$ cat src/rtl/hmlp_pkg.sv
// Shared types and constants for the linear-probe hash table.
package hmlp_pkg;

  // Command codes carried in the input word.
  localparam logic CMD_PUT = 1'b0;
  localparam logic CMD_GET = 1'b1;

  // Finalizer constants of the 64-bit key hash.
  localparam logic [63:0] MIX_C1    = 64'hff51afd7ed558ccd;
  localparam logic [63:0] MIX_C2    = 64'hc4ceb9fe1a85ec53;
  localparam int          MIX_SHIFT = 33;

  typedef struct packed {
    logic        command;
    logic [63:0] key;
    logic [63:0] value;
  } in_word_t;

  typedef struct packed {
    logic        found;
    logic [63:0] read_value;
  } out_word_t;

  // One table entry as held in the slot memory.
  typedef struct packed {
    logic        used;
    logic [63:0] key;
    logic [63:0] value;
  } slot_t;

endpackage

$ cat src/rtl/hmlp_hash.sv
// Multi-cycle 64-bit key finalizer built around one shared 32x32 multiplier.
module hmlp_hash (
  input  logic        clk,
  input  logic        rst_n,
  input  logic        start,
  input  logic [63:0] key,
  output logic        done,
  output logic [63:0] hash
);
  import hmlp_pkg::*;

  // Partial products of the truncated 64x64 multiply, one per cycle.
  localparam logic [1:0] PART_LL = 2'd0;
  localparam logic [1:0] PART_HL = 2'd1;
  localparam logic [1:0] PART_LH = 2'd2;

  logic        busy_r, busy_nxt;
  logic        rnd_r, rnd_nxt;
  logic [1:0]  part_r, part_nxt;
  logic [63:0] x_r, x_nxt;
  logic [63:0] acc_r, acc_nxt;
  logic        done_r, done_nxt;

  logic [63:0] mul_c;
  logic [31:0] mul_a;
  logic [31:0] mul_b;
  logic [63:0] prod;
  logic [63:0] upper_sum;

  // Operand selection for the shared multiplier.
  assign mul_c = rnd_r ? MIX_C2 : MIX_C1;
  assign mul_a = (part_r == PART_HL) ? x_r[63:32] : x_r[31:0];
  assign mul_b = (part_r == PART_LH) ? mul_c[63:32] : mul_c[31:0];
  assign prod  = {32'd0, mul_a} * {32'd0, mul_b};

  // A cross product only reaches the upper half of the truncated result.
  assign upper_sum = acc_r + {prod[31:0], 32'd0};

  // Sequencing of the two multiply rounds.
  always_comb begin
    busy_nxt = busy_r;
    rnd_nxt  = rnd_r;
    part_nxt = part_r;
    x_nxt    = x_r;
    acc_nxt  = acc_r;
    done_nxt = 1'b0;
    if (start) begin
      busy_nxt = 1'b1;
      rnd_nxt  = 1'b0;
      part_nxt = PART_LL;
      x_nxt    = key ^ (key >> MIX_SHIFT);
    end else if (busy_r) begin
      case (part_r)
        PART_LL: begin
          acc_nxt  = prod;
          part_nxt = PART_HL;
        end
        PART_HL: begin
          acc_nxt  = upper_sum;
          part_nxt = PART_LH;
        end
        PART_LH: begin
          x_nxt    = upper_sum ^ (upper_sum >> MIX_SHIFT);
          part_nxt = PART_LL;
          rnd_nxt  = 1'b1;
          if (rnd_r) begin
            busy_nxt = 1'b0;
            done_nxt = 1'b1;
          end
        end
        default: begin
          part_nxt = PART_LL;
        end
      endcase
    end
  end

  always_ff @(posedge clk) begin
    if (!rst_n) begin
      busy_r <= 1'b0;
      rnd_r  <= 1'b0;
      part_r <= PART_LL;
      done_r <= 1'b0;
    end else begin
      busy_r <= busy_nxt;
      rnd_r  <= rnd_nxt;
      part_r <= part_nxt;
      done_r <= done_nxt;
    end
  end

  // Datapath registers need no reset.
  always_ff @(posedge clk) begin
    x_r   <= x_nxt;
    acc_r <= acc_nxt;
  end

  assign done = done_r;
  assign hash = x_r;

endmodule

$ cat config.mk
export PLATFORM = sky130hd
export DESIGN_NAME = hmlp_hash
export DESIGN_NICKNAME = d
export VERILOG_FILES = /design/src/rtl/hmlp_pkg.sv /design/src/rtl/hmlp_hash.sv
export SDC_FILE = /design/constraint.sdc
export NUM_CORES = 2
export LEC_CHECK = 0
export ABC_AREA = 0
export ABC_CLOCK_PERIOD_IN_PS = 12300
export BUFFER_PORTS_ARGS = -buffer_cell sky130_fd_sc_hd__buf_4
export CELL_PAD_IN_SITES_DETAIL_PLACEMENT = 1
export CELL_PAD_IN_SITES_GLOBAL_PLACEMENT = 2
export CORE_UTILIZATION = 43
export DETAILED_ROUTE_END_ITERATION = 10
export GPL_TIMING_DRIVEN = 0
export PLACE_DENSITY_LB_ADDON = 0.08
export REMOVE_ABC_BUFFERS = 1
export SYNTH_ARGS = -nofsm -noshare
export SYNTH_HDL_FRONTEND = slang
export SYNTH_SLANG_ARGS = --single-unit
$ cat constraint.sdc
create_clock -name clk -period 12.3 [get_ports clk]
set_clock_uncertainty 0.2 [all_clocks]
set_input_delay 0.615 -clock clk [delete_from_list [all_inputs] [get_ports clk]]
set_output_delay 0.615 -clock clk [all_outputs]
set_load 0.01 [all_outputs]
### Word level (Yosys, flattened, before mapping)

Cells that the tools add are included.

* input port bits: 67
* register bits: 133
* logic and storage cells: 38
* output and inout bits: 65

* add/subtract/negate cells: 1
* mux-type cells: 13
* bitwise gates (word level): 6
* equality and inequality tests: 2
* $mul: 1
* reductions and logical operators: 9

Operators by type and width (count)
* $mux W64: 3
* $pmux W64 S2: 1
* $xor A64 B31 Y64: 2
* $add A64 B64 Y64: 1
* $mul A32 B32 Y64: 1
* $mux W32: 2
* $mux W62: 1
* $reduce_bool A2 Y1: 3
* $mux W1: 5
* $not A1 Y1: 4
* $pmux W2 S2: 1
* $reduce_and A2 Y1: 2
* $reduce_or A4 Y1: 1
* $reduce_and A3 Y1: 1
* $eq A2 B1 Y1 const B: 1
* $eq A2 B2 Y1 const B: 1
* $logic_not A2 Y1: 1
* $reduce_or A2 Y1: 1

### Longest topological paths before layout

* depth after elaboration: 8
* depth in mapped cells: 41
* depth with buffers taken out: 37

### Least setup slack after synthesis

Ideal clock, no wire load.

* path kind: register to register
* start: reg part_r[1]
* end: reg x_r[27] (netlist: hash[27]) (data pin)
* setup time: 260 ps
* period minus slack after synthesis: 10152 ps
* required time: 11840 ps
* cell stages (with the launch flop): 42
* buffers on the path: 5
* data arrival time: 9692 ps
* setup slack: 2148 ps
* path through: dfxtp_1 clkbuf_1 nand2b_1 clkbuf_1 buf_1 mux2i_1 inv_1 nand2_1 inv_1 fa_1 inv_1 fa_1 inv_1 fa_1 inv_1 fa_1 inv_1 fa_1 [6 not listed] nor2_1 o21ai_0 a2111oi_2 nor3_1 nor2_1 xnor2_1 ha_1 clkbuf_1 a21o_1 a21oi_1 nor2b_1 o21ai_0 nand2b_1 a21oi_1 o21bai_1 a31oi_1 xnor3_1 mux2_2

* cells in the longest elaborated chain, start to end: 8
* elaborated cells on any way between the ends: 10
* classes of those cells: add/sub (1); mul (1); eq/ne (2); mux (5); bitwise (1)

RTL lines
* start: declaration: RTL line hmlp_hash.sv:19 `logic [1:0] part_r, part_nxt;`
* start signal: assignment: RTL line hmlp_hash.sv:87 `part_r <= part_nxt;`
* $eq A2 B1 Y1 or $eq A2 B2 Y1 (tied branches): RTL line hmlp_hash.sv:32, hmlp_hash.sv:33
* $mux W32, on equally long branches: RTL line hmlp_hash.sv:32, hmlp_hash.sv:33
* $mul A32 B32 Y64 *: RTL line hmlp_hash.sv:34 `assign prod = {32'd0, mul_a} * {32'd0, mul_b};`
* $add A64 B64 Y64 *: RTL line hmlp_hash.sv:37 `assign upper_sum = acc_r + {prod[31:0], 32'd0};`
* $xor A64 B31 Y64 *: RTL line hmlp_hash.sv:63 `x_nxt = upper_sum ^ (upper_sum >> MIX_SHIFT);`
* $mux W64 *: RTL line hmlp_hash.sv:53 `case (part_r)`
* $mux W64 *: RTL line hmlp_hash.sv:52 `end else if (busy_r) begin`
* $mux W64 *: RTL line hmlp_hash.sv:47 `if (start) begin`
* via x_nxt[27]: RTL line hmlp_hash.sv:20 `logic [63:0] x_r, x_nxt;`
* end signal: assignment: RTL line hmlp_hash.sv:94 `x_r <= x_nxt;`
* end: declaration: RTL line hmlp_hash.sv:20

The timed path passes the listed nets; every way through them passes the cells marked *. The select of a mux whose other input is x is not followed.
A chain may end at the register's enable or synchronous reset.

### Worst setup path after layout

* start: reg part_r[0]
* end: reg x_r[28] (netlist: hash[28]) (data pin)

The elaborated chain is that of the path after synthesis.

==> results.sh <==
export IMPL_status="finished, final reports clean"
export IMPL_core_um2=85400
export IMPL_worst_path_most_repeated_cell="fa_1"
export IMPL_clkLatencyLatePin_ns=0.43
export IMPL_num_vias=26500
export IMPL_start_kind="flop"
export IMPL_relSlewSlack_pct=5.75
export IMPL_io_pins=132
export IMPL_hold_viol=0
export IMPL_place_hpwl_um=125000
export IMPL_cts_tree="done"
export IMPL_final_cell_area_um2=40300
export IMPL_routedWlPerCell_um=28.0
export IMPL_yosysWarnings=0
export IMPL_antenna_found_initial=1
export IMPL_avgSynthCellArea_um2=9.95
export IMPL_hp_class="in -> reg"
export IMPL_regToRegSetupSlack_ns=0.51
export IMPL_cp_arrival_ns=11.72
export IMPL_rsz0062_at_grt="no"
export IMPL_cts_path_max_buffers=2
export IMPL_synth_edff_count=128
export IMPL_cts_sinks=133
export IMPL_critPathKind="reg -> reg"
export IMPL_routed_via_density=5.32
export IMPL_grt_max_degree=119
export IMPL_slowest_stage="fa_1"
export IMPL_final_core_util_pct=47.2
export IMPL_ys_seq_elements=133
export IMPL_setup_viol=0
export IMPL_place_inst=4933
export IMPL_rows=107
export IMPL_yosysUniqueCellTypes=93
export IMPL_synthCells=3734
export IMPL_die_w_um=296
export IMPL_grt_first_pass_wirelength_um=205000
export IMPL_dr_pass1_iters=5
export IMPL_synth_common_cells="inv_1 (952), fa_1 (862), ha_1 (327)"
export IMPL_wirelength_um=139000
export IMPL_cts_buffers_inserted=17
export IMPL_yosysTopAreaCell="fa_1"
export IMPL_synth_area_leaders="fa_1 (46%), ha_1 (11%), edfxtp_1 (10%)"
export IMPL_maxCapViolations=0
export IMPL_worstPathMaxFanout=36
export IMPL_worstMarginPinSlew_ns=1.37
export IMPL_fmax_ghz=0.0848
export IMPL_cts_max_level=4
export IMPL_die_height_um=296
export IMPL_syn_to_final_growth_pct=8.62
export IMPL_period_share_pct=95.9
export IMPL_drc_errors=0
export IMPL_place_area_um2=39600
export IMPL_slew_viol_final=0
export IMPL_critPathMaxStageDelay_ns=0.67
export IMPL_gr_total_overflow=0
export IMPL_grtUsageTotal_pct=33.0
export IMPL_synth_ff_type="edfxtp_1"
export IMPL_async_reset_ff_share_pct=0
export IMPL_final_layout_size_suffix_gt1_share_pct=7.32
export IMPL_gp_congestion=0.974
export IMPL_start_util_pct=43.5
export IMPL_yosysSeqAreaShare_pct=10.6
export IMPL_path_clk_slew_ns=0.06
export IMPL_io_buffers=131
export IMPL_cp_end_kind="flop"
export IMPL_yosysMostFrequentCell="inv_1"
export IMPL_grt_pass1_vias=30300
export IMPL_dieArea_um2=87500
export IMPL_period_needed_ns=11.79
export IMPL_drt_first_iter_violations=1508
export IMPL_instances_no_fill=4969
export IMPL_hold_ws_ns=0.232
export IMPL_syn_area_um2=37100
export IMPL_required_ns=12.23
export IMPL_clock_root_buffer="clkbuf_16"
export IMPL_synth_top_area_share_pct=46.5
export IMPL_fin_nets=5067
export IMPL_detail_route_antenna_nets=0
flip-flops by register name (all words and copies together) (netlist names):
signal  cells
hash       64
rnd_r       1
done        1
part_r      2
acc_r      64
busy_r      1
timing repair:
action                                  4_1_cts  5_1_grt
gates cloned                                  1        1
hold buffers                                  0        0
hold endpoints to repair                      0        0
endpoints found under the setup margin       20       14
resized for setup                            15        6
setup buffers                                 1        0
critical path: cells and delay by family (launching register included):
| kind | cells | cell delay (ns) |
|---|---|---|
| AO/OA/AOI/OAI | 7 | 1.54 |
| XOR/XNOR | 3 | 1.03 |
| adder cells (fa/ha/maj) | 11 | 5.21 |
| buffers and inverters | 9 | 1.58 |
| flip-flops | 1 | 0.66 |
| AND/OR/NAND/NOR | 6 | 1.17 |
logic make-up after synthesis:
logic type	share of synthesized area, %
simple gates	9.20
compound gates	6.70
flops	10.6
xor+xnor	3.59
fa+ha+maj	57.5
mux	1.40
buf+inv	11.0
other cells	0.0101
through the flow:
stage                     setup TNS [ns]  setup WS (ns)
after floorplan                        0          0.828
after global routing                   0          0.117
after global placement           -463.28          -6.41
after detailed placement           -5.83         -0.784
after CTS                              0         0.0202
final                                  0          0.506
placed cells by master (no fill, tap or decap), types with 6 or more instances in the layout:
cell       Yosys  layout
mux2i_1       34      10
mux2i_2        0      17
a21oi_1      132     132
buf_12         0       6
inv_1        952     951
o21a_1        12      12
nor2_1       255     252
mux2_2        16      16
or3_1          9       9
nand2_1      280     278
xnor2_1       78      77
and3_1        13      13
nand3_1       28      28
buf_6          5      14
fa_1         862     862
nand4_1       19      19
a221o_1        6       6
o21ai_0       95      95
a21o_1        46      45
o211ai_1       7       7
nor2b_1       14      13
xor2_1        69      68
ha_1         327     325
a211oi_1       8       8
and2_1        51      51
buf_4          4     133
edfxtp_1     128     128
a31oi_1       13      13
or2_2         16      16
nor3_1        20      19
o21bai_1      12      12
nand2b_1      35      34
mux2i_4        0       7
clkbuf_1      72       7
clkbuf_16      0      17
worst paths after layout:
| path | start | end | depth (start not counted) |
|---|---|---|---|
| worst max-delay path | part_r[0]$_SDFFE_PP0P_ | hash[28]$_DFFE_PP_ | 36 |
| worst min-delay path | rst_n | busy_r$_SDFF_PN0_ | 2 |
| worst max register to register | part_r[0]$_SDFFE_PP0P_ | hash[28]$_DFFE_PP_ | 36 |
| worst min register to register | acc_r[31]$_DFFE_PP_ | hash[31]$_DFFE_PP_ | 1 |
metal layers:
metal	wire length (µm)	vias to the layer above	track usage [%]
met5	0	-	0
met4	8860	0	17.6
met3	5110	243	3.03
met2	68200	678	55.5
met1	57000	14000	42.3
li1	-	11500	-
cell type report:
class	count	area (µm²)
clock inverter	5	52.6
timing repair buffer	160	1440
antenna	1	2.50
fill	9684	45100
multi-input combinational	2543	29400
inverter	956	3590
tap	1144	1430
sequential	133	3950
clock buffer	27	493
Power is left out: the tool's default activity adds up to more than one toggle a clock period on the data nets, which glitch-free logic cannot reach.
